==> src/sv/mpfb_pkg.sv <==
// shared types and constants of the page-organized monochrome frame store
// no dependencies; used by mpfb_store and mono_page_framebuffer_top
`default_nettype none

package mpfb_pkg;

  // default geometry: columns and eight-row pages
  localparam int unsigned DefColumns = 128;
  localparam int unsigned DefPages   = 4;

  // fixed field widths of the request and result
  localparam int unsigned XW    = 7;
  localparam int unsigned YW    = 5;
  localparam int unsigned ByteW = 8;

  // request opcodes
  typedef enum logic [1:0] {
    OpPoint = 2'd0,
    OpFill  = 2'd1,
    OpClear = 2'd2,
    OpRead  = 2'd3
  } op_e;

  // sequencer states, one-hot
  typedef enum logic [3:0] {
    StIdle   = 4'b0001,
    StWrite  = 4'b0010,
    StRdNext = 4'b0100,
    StRead   = 4'b1000
  } state_e;

  // control strobes from the sequencer to the column store
  typedef struct packed {
    logic rd_en;
    logic wr_en;
    logic clr;
  } mem_ctrl_t;

endpackage

`default_nettype wire

==> src/sv/mpfb_store.sv <==
// column store: one word of PAGES bytes per column, registered read port
// with per-column valid bits so that reset and clear take effect at once
// depends on mpfb_pkg
`default_nettype none

module mpfb_store #(
  parameter int unsigned COLUMNS = mpfb_pkg::DefColumns,
  parameter int unsigned PAGES   = mpfb_pkg::DefPages
) (
  input  wire logic                         clk_i,
  input  wire logic                         rst_ni,
  input  wire mpfb_pkg::mem_ctrl_t          ctrl_i,
  input  wire logic [$clog2(COLUMNS)-1:0]   rd_addr_i,
  input  wire logic [$clog2(COLUMNS)-1:0]   wr_addr_i,
  input  wire logic [PAGES*8-1:0]           wr_data_i,
  output logic      [PAGES*8-1:0]           rd_data_o
);

  localparam int unsigned W  = PAGES * 8;

  logic [W-1:0]       mem [COLUMNS];
  logic [W-1:0]       rdata_q;
  logic [COLUMNS-1:0] valid_q;
  logic               rvalid_q;

  // memory array: one write and one registered read per cycle
  always_ff @(posedge clk_i) begin
    if (ctrl_i.wr_en) begin
      mem[wr_addr_i] <= wr_data_i;
    end
    if (ctrl_i.rd_en) begin
      rdata_q <= mem[rd_addr_i];
    end
  end

  // valid bits: a column never written since reset or clear reads as zero
  always_ff @(posedge clk_i or negedge rst_ni) begin
    if (!rst_ni) begin
      valid_q  <= '0;
      rvalid_q <= 1'b0;
    end else begin
      if (ctrl_i.clr) begin
        valid_q <= '0;
      end else if (ctrl_i.wr_en) begin
        valid_q[wr_addr_i] <= 1'b1;
      end
      if (ctrl_i.rd_en) begin
        rvalid_q <= valid_q[rd_addr_i];
      end
    end
  end

  assign rd_data_o = rvalid_q ? rdata_q : '0;

endmodule

`default_nettype wire

==> config.mk <==
export PLATFORM = sky130hd
export DESIGN_NAME = mpfb_store
export DESIGN_NICKNAME = d
export VERILOG_FILES = /design/src/sv/mpfb_pkg.sv /design/src/sv/mpfb_store.sv
export SDC_FILE = /design/constraint.sdc
export NUM_CORES = 2
export LEC_CHECK = 0
export BUFFER_PORTS_ARGS = -buffer_cell sky130_fd_sc_hd__buf_2
export CORE_ASPECT_RATIO = 1.25
export CORE_UTILIZATION = 40
export CTS_CLUSTER_DIAMETER = 100
export CTS_CLUSTER_SIZE = 25
export DETAILED_ROUTE_END_ITERATION = 16
export GPL_TIMING_DRIVEN = 0
export PLACE_DENSITY_LB_ADDON = 0.25
export SLEW_MARGIN = 20
export SYNTH_ARGS = -nofsm -noshare
export SYNTH_HDL_FRONTEND = slang
export SYNTH_SLANG_ARGS = --single-unit
==> constraint.sdc <==
create_clock -name clk_i -period 1.7 [get_ports clk_i]
set_input_delay 0.085 -clock clk_i [delete_from_list [all_inputs] [get_ports clk_i]]
set_output_delay 0.085 -clock clk_i [all_outputs]
set_load 0.005 [all_outputs]
==> metrics.txt <==
# TYPE chip_impl_metric gauge
chip_impl_info{name="run_status",value="finished with violations"} 1
chip_impl_metric{name="yosys.area_share.xor_xnor",unit="%"} 0
chip_impl_metric{name="power.switching",unit="uW"} 39300
chip_impl_metric{name="detailedRoute.firstIterationViolations",unit=""} 8304
chip_impl_metric{name="power.share.clock",unit="%"} 29.4
chip_impl_metric{name="timing.fmax",unit="MHz"} 414
chip_impl_metric{name="yosysTopAreaCellShare",unit="%"} 76.7
chip_impl_metric{name="wire_length_of_the_first_global_routing_pass",unit="um"} 604000
chip_impl_metric{name="powerDensity",unit="nW/um^2"} 975
chip_impl_metric{name="synth-edff-count",unit=""} 4128
chip_impl_metric{name="yosys-mux-area-fraction",unit="%"} 18.3
chip_impl_metric{name="tritoncts_num_sinks",unit=""} 4257
chip_impl_metric{name="yosys_warnings",unit=""} 0
chip_impl_info{name="biggest_area_contributors_in_the_synthesized_netlist",value="edfxtp_1 77%, mux4_2 18%, dfrtp_1 2.0%, nor2_1 0.90%, o22ai_1 0.50%"} 1
chip_impl_info{name="clockRootBuffer",value="clkbuf_16"} 1
chip_impl_metric{name="total_power",unit="uW"} 181000
chip_impl_metric{name="grt_start_max_net_pins",unit=""} 85
chip_impl_metric{name="max_cap_violations",unit=""} 0
chip_impl_metric{name="footprint_of_the_multi_input_gates",unit="sq um"} 35300
chip_impl_metric{name="holdPathStages",unit=""} 3
chip_impl_info{name="hold_path_end",value="rvalid_q"} 1
chip_impl_metric{name="num-nets-final",unit=""} 7398
chip_impl_info{name="combinational_family_with_the_most_area_after_synthesis",value="multiplexers"} 1
chip_impl_metric{name="rows",unit=""} 260
chip_impl_metric{name="switching_part_of_the_total_power",unit="%"} 21.7
chip_impl_metric{name="ctsLongestPathBuffers",unit=""} 4
chip_impl_metric{name="final-max-slew-violation-count",unit=""} 0
chip_impl_metric{name="async_reset_ff_share",unit="%"} 3.03
chip_impl_info{name="critPathLaunch",value="rd_addr_i[4]"} 1
chip_impl_info{name="critPathLaunchType",value="input pin"} 1
chip_impl_info{name="tritoncts_clock_tree",value="built"} 1
chip_impl_metric{name="wl_per_cell",unit="um"} 34.1
chip_impl_metric{name="place.port_buffers",unit=""} 72
chip_impl_metric{name="final_hold_viol_count",unit=""} 26
chip_impl_metric{name="post_drt_via_cell_ratio",unit=""} 5.73
chip_impl_metric{name="yosysSeqAreaShare",unit="%"} 78.7
chip_impl_metric{name="placement.setup.worst_slack",unit="ns"} -3.01
chip_impl_metric{name="dr_total_vias",unit=""} 73502
chip_impl_metric{name="hpwlAfterDp",unit="um"} 314000
chip_impl_metric{name="simple_gate_portion_of_the_synthesized_area",unit="%"} 1.37
chip_impl_info{name="critical_path.reg2reg.startpoint",value="mem[15][20]"} 1
chip_impl_metric{name="internal-power",unit="uW"} 142000
chip_impl_metric{name="dr_pass1_iterations",unit=""} 6
chip_impl_metric{name="grtUsageTotal",unit="%"} 21.4
chip_impl_metric{name="postSynthAreaPerCell",unit="sq um"} 24.4
chip_impl_info{name="dominantRegCellSynth",value="edfxtp_1"} 1
chip_impl_metric{name="r2r_setup_slack",unit="ns"} -0.69
chip_impl_metric{name="fin_skew",unit="ns"} 0.0495
chip_impl_metric{name="synth-seq-cells",unit=""} 4257
chip_impl_metric{name="crit_fanout",unit=""} 10
chip_impl_metric{name="cts.reportedPaths.clkPinSlew",unit="ns"} 0.10
chip_impl_metric{name="synth_compound_gate_area_share",unit="%"} 0.603
chip_impl_metric{name="fillerInstances",unit=""} 32702
chip_impl_metric{name="syn-cell-area",unit="sq um"} 162000
chip_impl_metric{name="final_cell_count_no_fill",unit=""} 12817
chip_impl_metric{name="synth_fp_nets",unit=""} 6662
chip_impl_metric{name="grt.overflow.total",unit=""} 0
chip_impl_metric{name="p_leak",unit="uW"} 0.0569
chip_impl_metric{name="p_comb_share",unit="%"} 6.9
chip_impl_metric{name="floorplan.initialDensity",unit="%"} 40.2
chip_impl_metric{name="area.sequential",unit="sq um"} 127000
chip_impl_info{name="r2r_end",value="rdata_q[20]"} 1
chip_impl_metric{name="number_of_global_route_vias_before_repair",unit=""} 77028
chip_impl_metric{name="final_antenna_net_count",unit=""} 0
chip_impl_metric{name="setup_tns",unit="ns"} -202.42
chip_impl_metric{name="final_layout_size_suffix_gt1_share",unit="%"} 34.8
chip_impl_metric{name="ctsHtreeMaxLevel",unit=""} 4
chip_impl_metric{name="vdd.ir_drop.worst",unit="mV"} 0.815
chip_impl_metric{name="worst_ep_arrival_time",unit="ns"} 3.06
chip_impl_metric{name="place_inst",unit=""} 12289
chip_impl_metric{name="numCtsBuffers",unit=""} 196
chip_impl_metric{name="r2r.worst_path.cells",unit=""} 4
chip_impl_metric{name="required_time_at_the_worst_slack_endpoint",unit="ns"} 2.34
chip_impl_metric{name="seq_power_share",unit="%"} 63.7
chip_impl_metric{name="final.min_clock_period",unit="ns"} 2.41
chip_impl_metric{name="io_pins",unit=""} 83
chip_impl_metric{name="finalWorstSetupSlack",unit="ns"} -0.715
chip_impl_info{name="grt_setup_unrepaired",value="yes"} 1
chip_impl_metric{name="synthesis.instances",unit=""} 6611
chip_impl_metric{name="fp.coreArea",unit="sq um"} 401000
chip_impl_metric{name="period_share",unit="%"} 142
chip_impl_metric{name="die-width",unit="um"} 570
chip_impl_info{name="timing.critical_path.to_type",value="flop"} 1
chip_impl_info{name="timing.hold.worst.class",value="in2reg"} 1
chip_impl_metric{name="synthToLayoutAreaGrowth",unit="%"} 15.1
chip_impl_metric{name="finalWeightedCongestion",unit=""} 0.910
chip_impl_info{name="hold_path.startpoint",value="rd_addr_i[5]"} 1
chip_impl_metric{name="antenna_found_initial",unit=""} 25
chip_impl_info{name="worst-setup-path-type",value="in2reg"} 1
chip_impl_metric{name="die-height",unit="um"} 713
chip_impl_metric{name="synth_adder_area_share",unit="%"} 0
chip_impl_metric{name="timing_worst_slew_pin_value",unit="ns"} 1.15
chip_impl_info{name="post_synth_most_frequent_cells",value="4128 x edfxtp_1, 1303 x mux4_2, 386 x nor2_1"} 1
chip_impl_metric{name="slew_headroom",unit="%"} 23.2
chip_impl_metric{name="routed_wirelength",unit="um"} 437000
chip_impl_metric{name="insertion_delay",unit="ns"} 0.94
chip_impl_metric{name="design.die.area",unit="sq um"} 406000
chip_impl_metric{name="yosysUniqueCellTypes",unit=""} 34
chip_impl_info{name="synth_most_common_cell",value="edfxtp_1"} 1
chip_impl_metric{name="hold-worst-slack",unit="ns"} -0.250
chip_impl_metric{name="remaining_drc_errors",unit=""} 0
chip_impl_metric{name="timing.final.setup_violations",unit=""} 1502
chip_impl_info{name="failed_checks",value="hold timing, setup timing"} 1
chip_impl_info{name="netlist.top_cell.by_area",value="edfxtp_1"} 1
## critical path, cell delays in order
cell	delay [ns]
clkbuf_2	0.31
inv_4	0.33
buf_4	0.44
buf_2	0.57
mux4_2	0.67
o22ai_4	0.45
nor4_4	0.14
## per-layer routing
metal  track usage, %  wire length (um)  share of wire, %
met1             25.7            158000                36
met2             37.9            230000                53
met3             3.39             26500               6.1
met4             9.32             22100               5.0
met5                0               114             0.026
## power groups by stage
stage / combinational [uW] / sequential (uW) / clock [uW]
3_5_place_dp: 11600 / 118000 / 0
4_1_cts: 12400 / 116000 / 54400
2_1_floorplan: 5660 / 118000 / 0
5_1_grt: 12900 / 116000 / 57500
3_3_place_gp: 10700 / 118000 / 0
6_report: 12500 / 116000 / 53300
## worst max path at each step
stage,endpoint,slack [ns],cells after the start
4_1_cts,rdata_q[6],-0.69,4
3_3_place_gp,rdata_q[13],-4.26,7
2_1_floorplan,rdata_q[26],-0.40,8
6_report,rdata_q[5],-0.71,7
3_5_place_dp,rdata_q[20],-3.01,7
5_1_grt,rdata_q[20],-0.67,4
## stage by stage
| step | utilization [%] | instance area, sq um |
|---|---|---|
| after floorplan | - | 163000 |
| after global placement | 42.4 | 170000 |
| after detailed placement | 43.8 | 176000 |
| after CTS | 46.1 | 185000 |
| after global routing | 46.3 | 186000 |
| final | 46.3 | 186000 |
## placed cells by master (no fill, tap or decap), types with 4 or more instances in the layout
| master | synthesis | final |
|---|---|---|
| dlygate4sd3_1 | 0 | 57 |
| o22ai_4 | 0 | 47 |
| nand4_1 | 4 | 4 |
| nor4_2 | 0 | 7 |
| diode_2 | 0 | 15 |
| a22oi_1 | 7 | 7 |
| o22ai_2 | 0 | 43 |
| clkbuf_1 | 194 | 138 |
| o22ai_1 | 128 | 38 |
| buf_4 | 3 | 170 |
| nand2_1 | 19 | 15 |
| mux2i_1 | 24 | 23 |
| clkbuf_8 | 0 | 5 |
| or2_4 | 0 | 4 |
| clkbuf_2 | 0 | 104 |
| nand3b_1 | 6 | 6 |
| nor2_1 | 386 | 258 |
| nor2_4 | 0 | 128 |
| nand3_1 | 17 | 11 |
| o2111ai_1 | 4 | 4 |
| buf_12 | 0 | 191 |
| clkbuf_4 | 0 | 17 |
| clkbuf_16 | 0 | 203 |
| mux4_2 | 1303 | 1303 |
| mux2_2 | 4 | 4 |
| nor2b_2 | 0 | 5 |
| nand2_2 | 0 | 4 |
| dfrtp_1 | 129 | 128 |
| buf_8 | 0 | 34 |
| nand2b_1 | 4 | 4 |
| nor4_4 | 0 | 22 |
| buf_16 | 0 | 98 |
| buf_2 | 139 | 45 |
| dlymetal6s4s_1 | 0 | 5 |
| buf_6 | 3 | 99 |
| edfxtp_1 | 4128 | 4128 |
| and2_4 | 0 | 32 |
## state kept, by name, indices dropped and copies added (netlist names)
register and cells:
rdata_q 32, valid_q 128, rvalid_q 1, mem 4096
## cells by family after synthesis
group / Yosys count
DFF: 4257
muxes: 1331
and+or+nand+nor: 518
buffers and inverters: 355
AOI/OAI and AO/OA: 150
## layout make-up
class / instances / share of cell area, %
Antenna cell: 15 / 0.0202
Buffer: 352 / 1.32
Clock buffer: 278 / 2.84
Clock inverter: 4 / 0.0283
Inverter: 3 / 0.00740
Multi-Input combinational cell: 1999 / 19.0
Sequential cell: 4257 / 68.4
Tap cell: 5371 / 3.62
Timing Repair Buffer: 538 / 4.78
## what timing repair did
item | 4_1_cts | 5_1_grt
hold buffers | 56 | 8
cloned | 2 | 1
endpoints found under the hold margin | 3985 | 194
buffers inserted | 139 | 29
pin swaps | 108 | 44
resized for setup | 331 | 79
setup endpoints to repair | 1623 | 3019
Note: power is estimated with default switching activity, not from simulation.
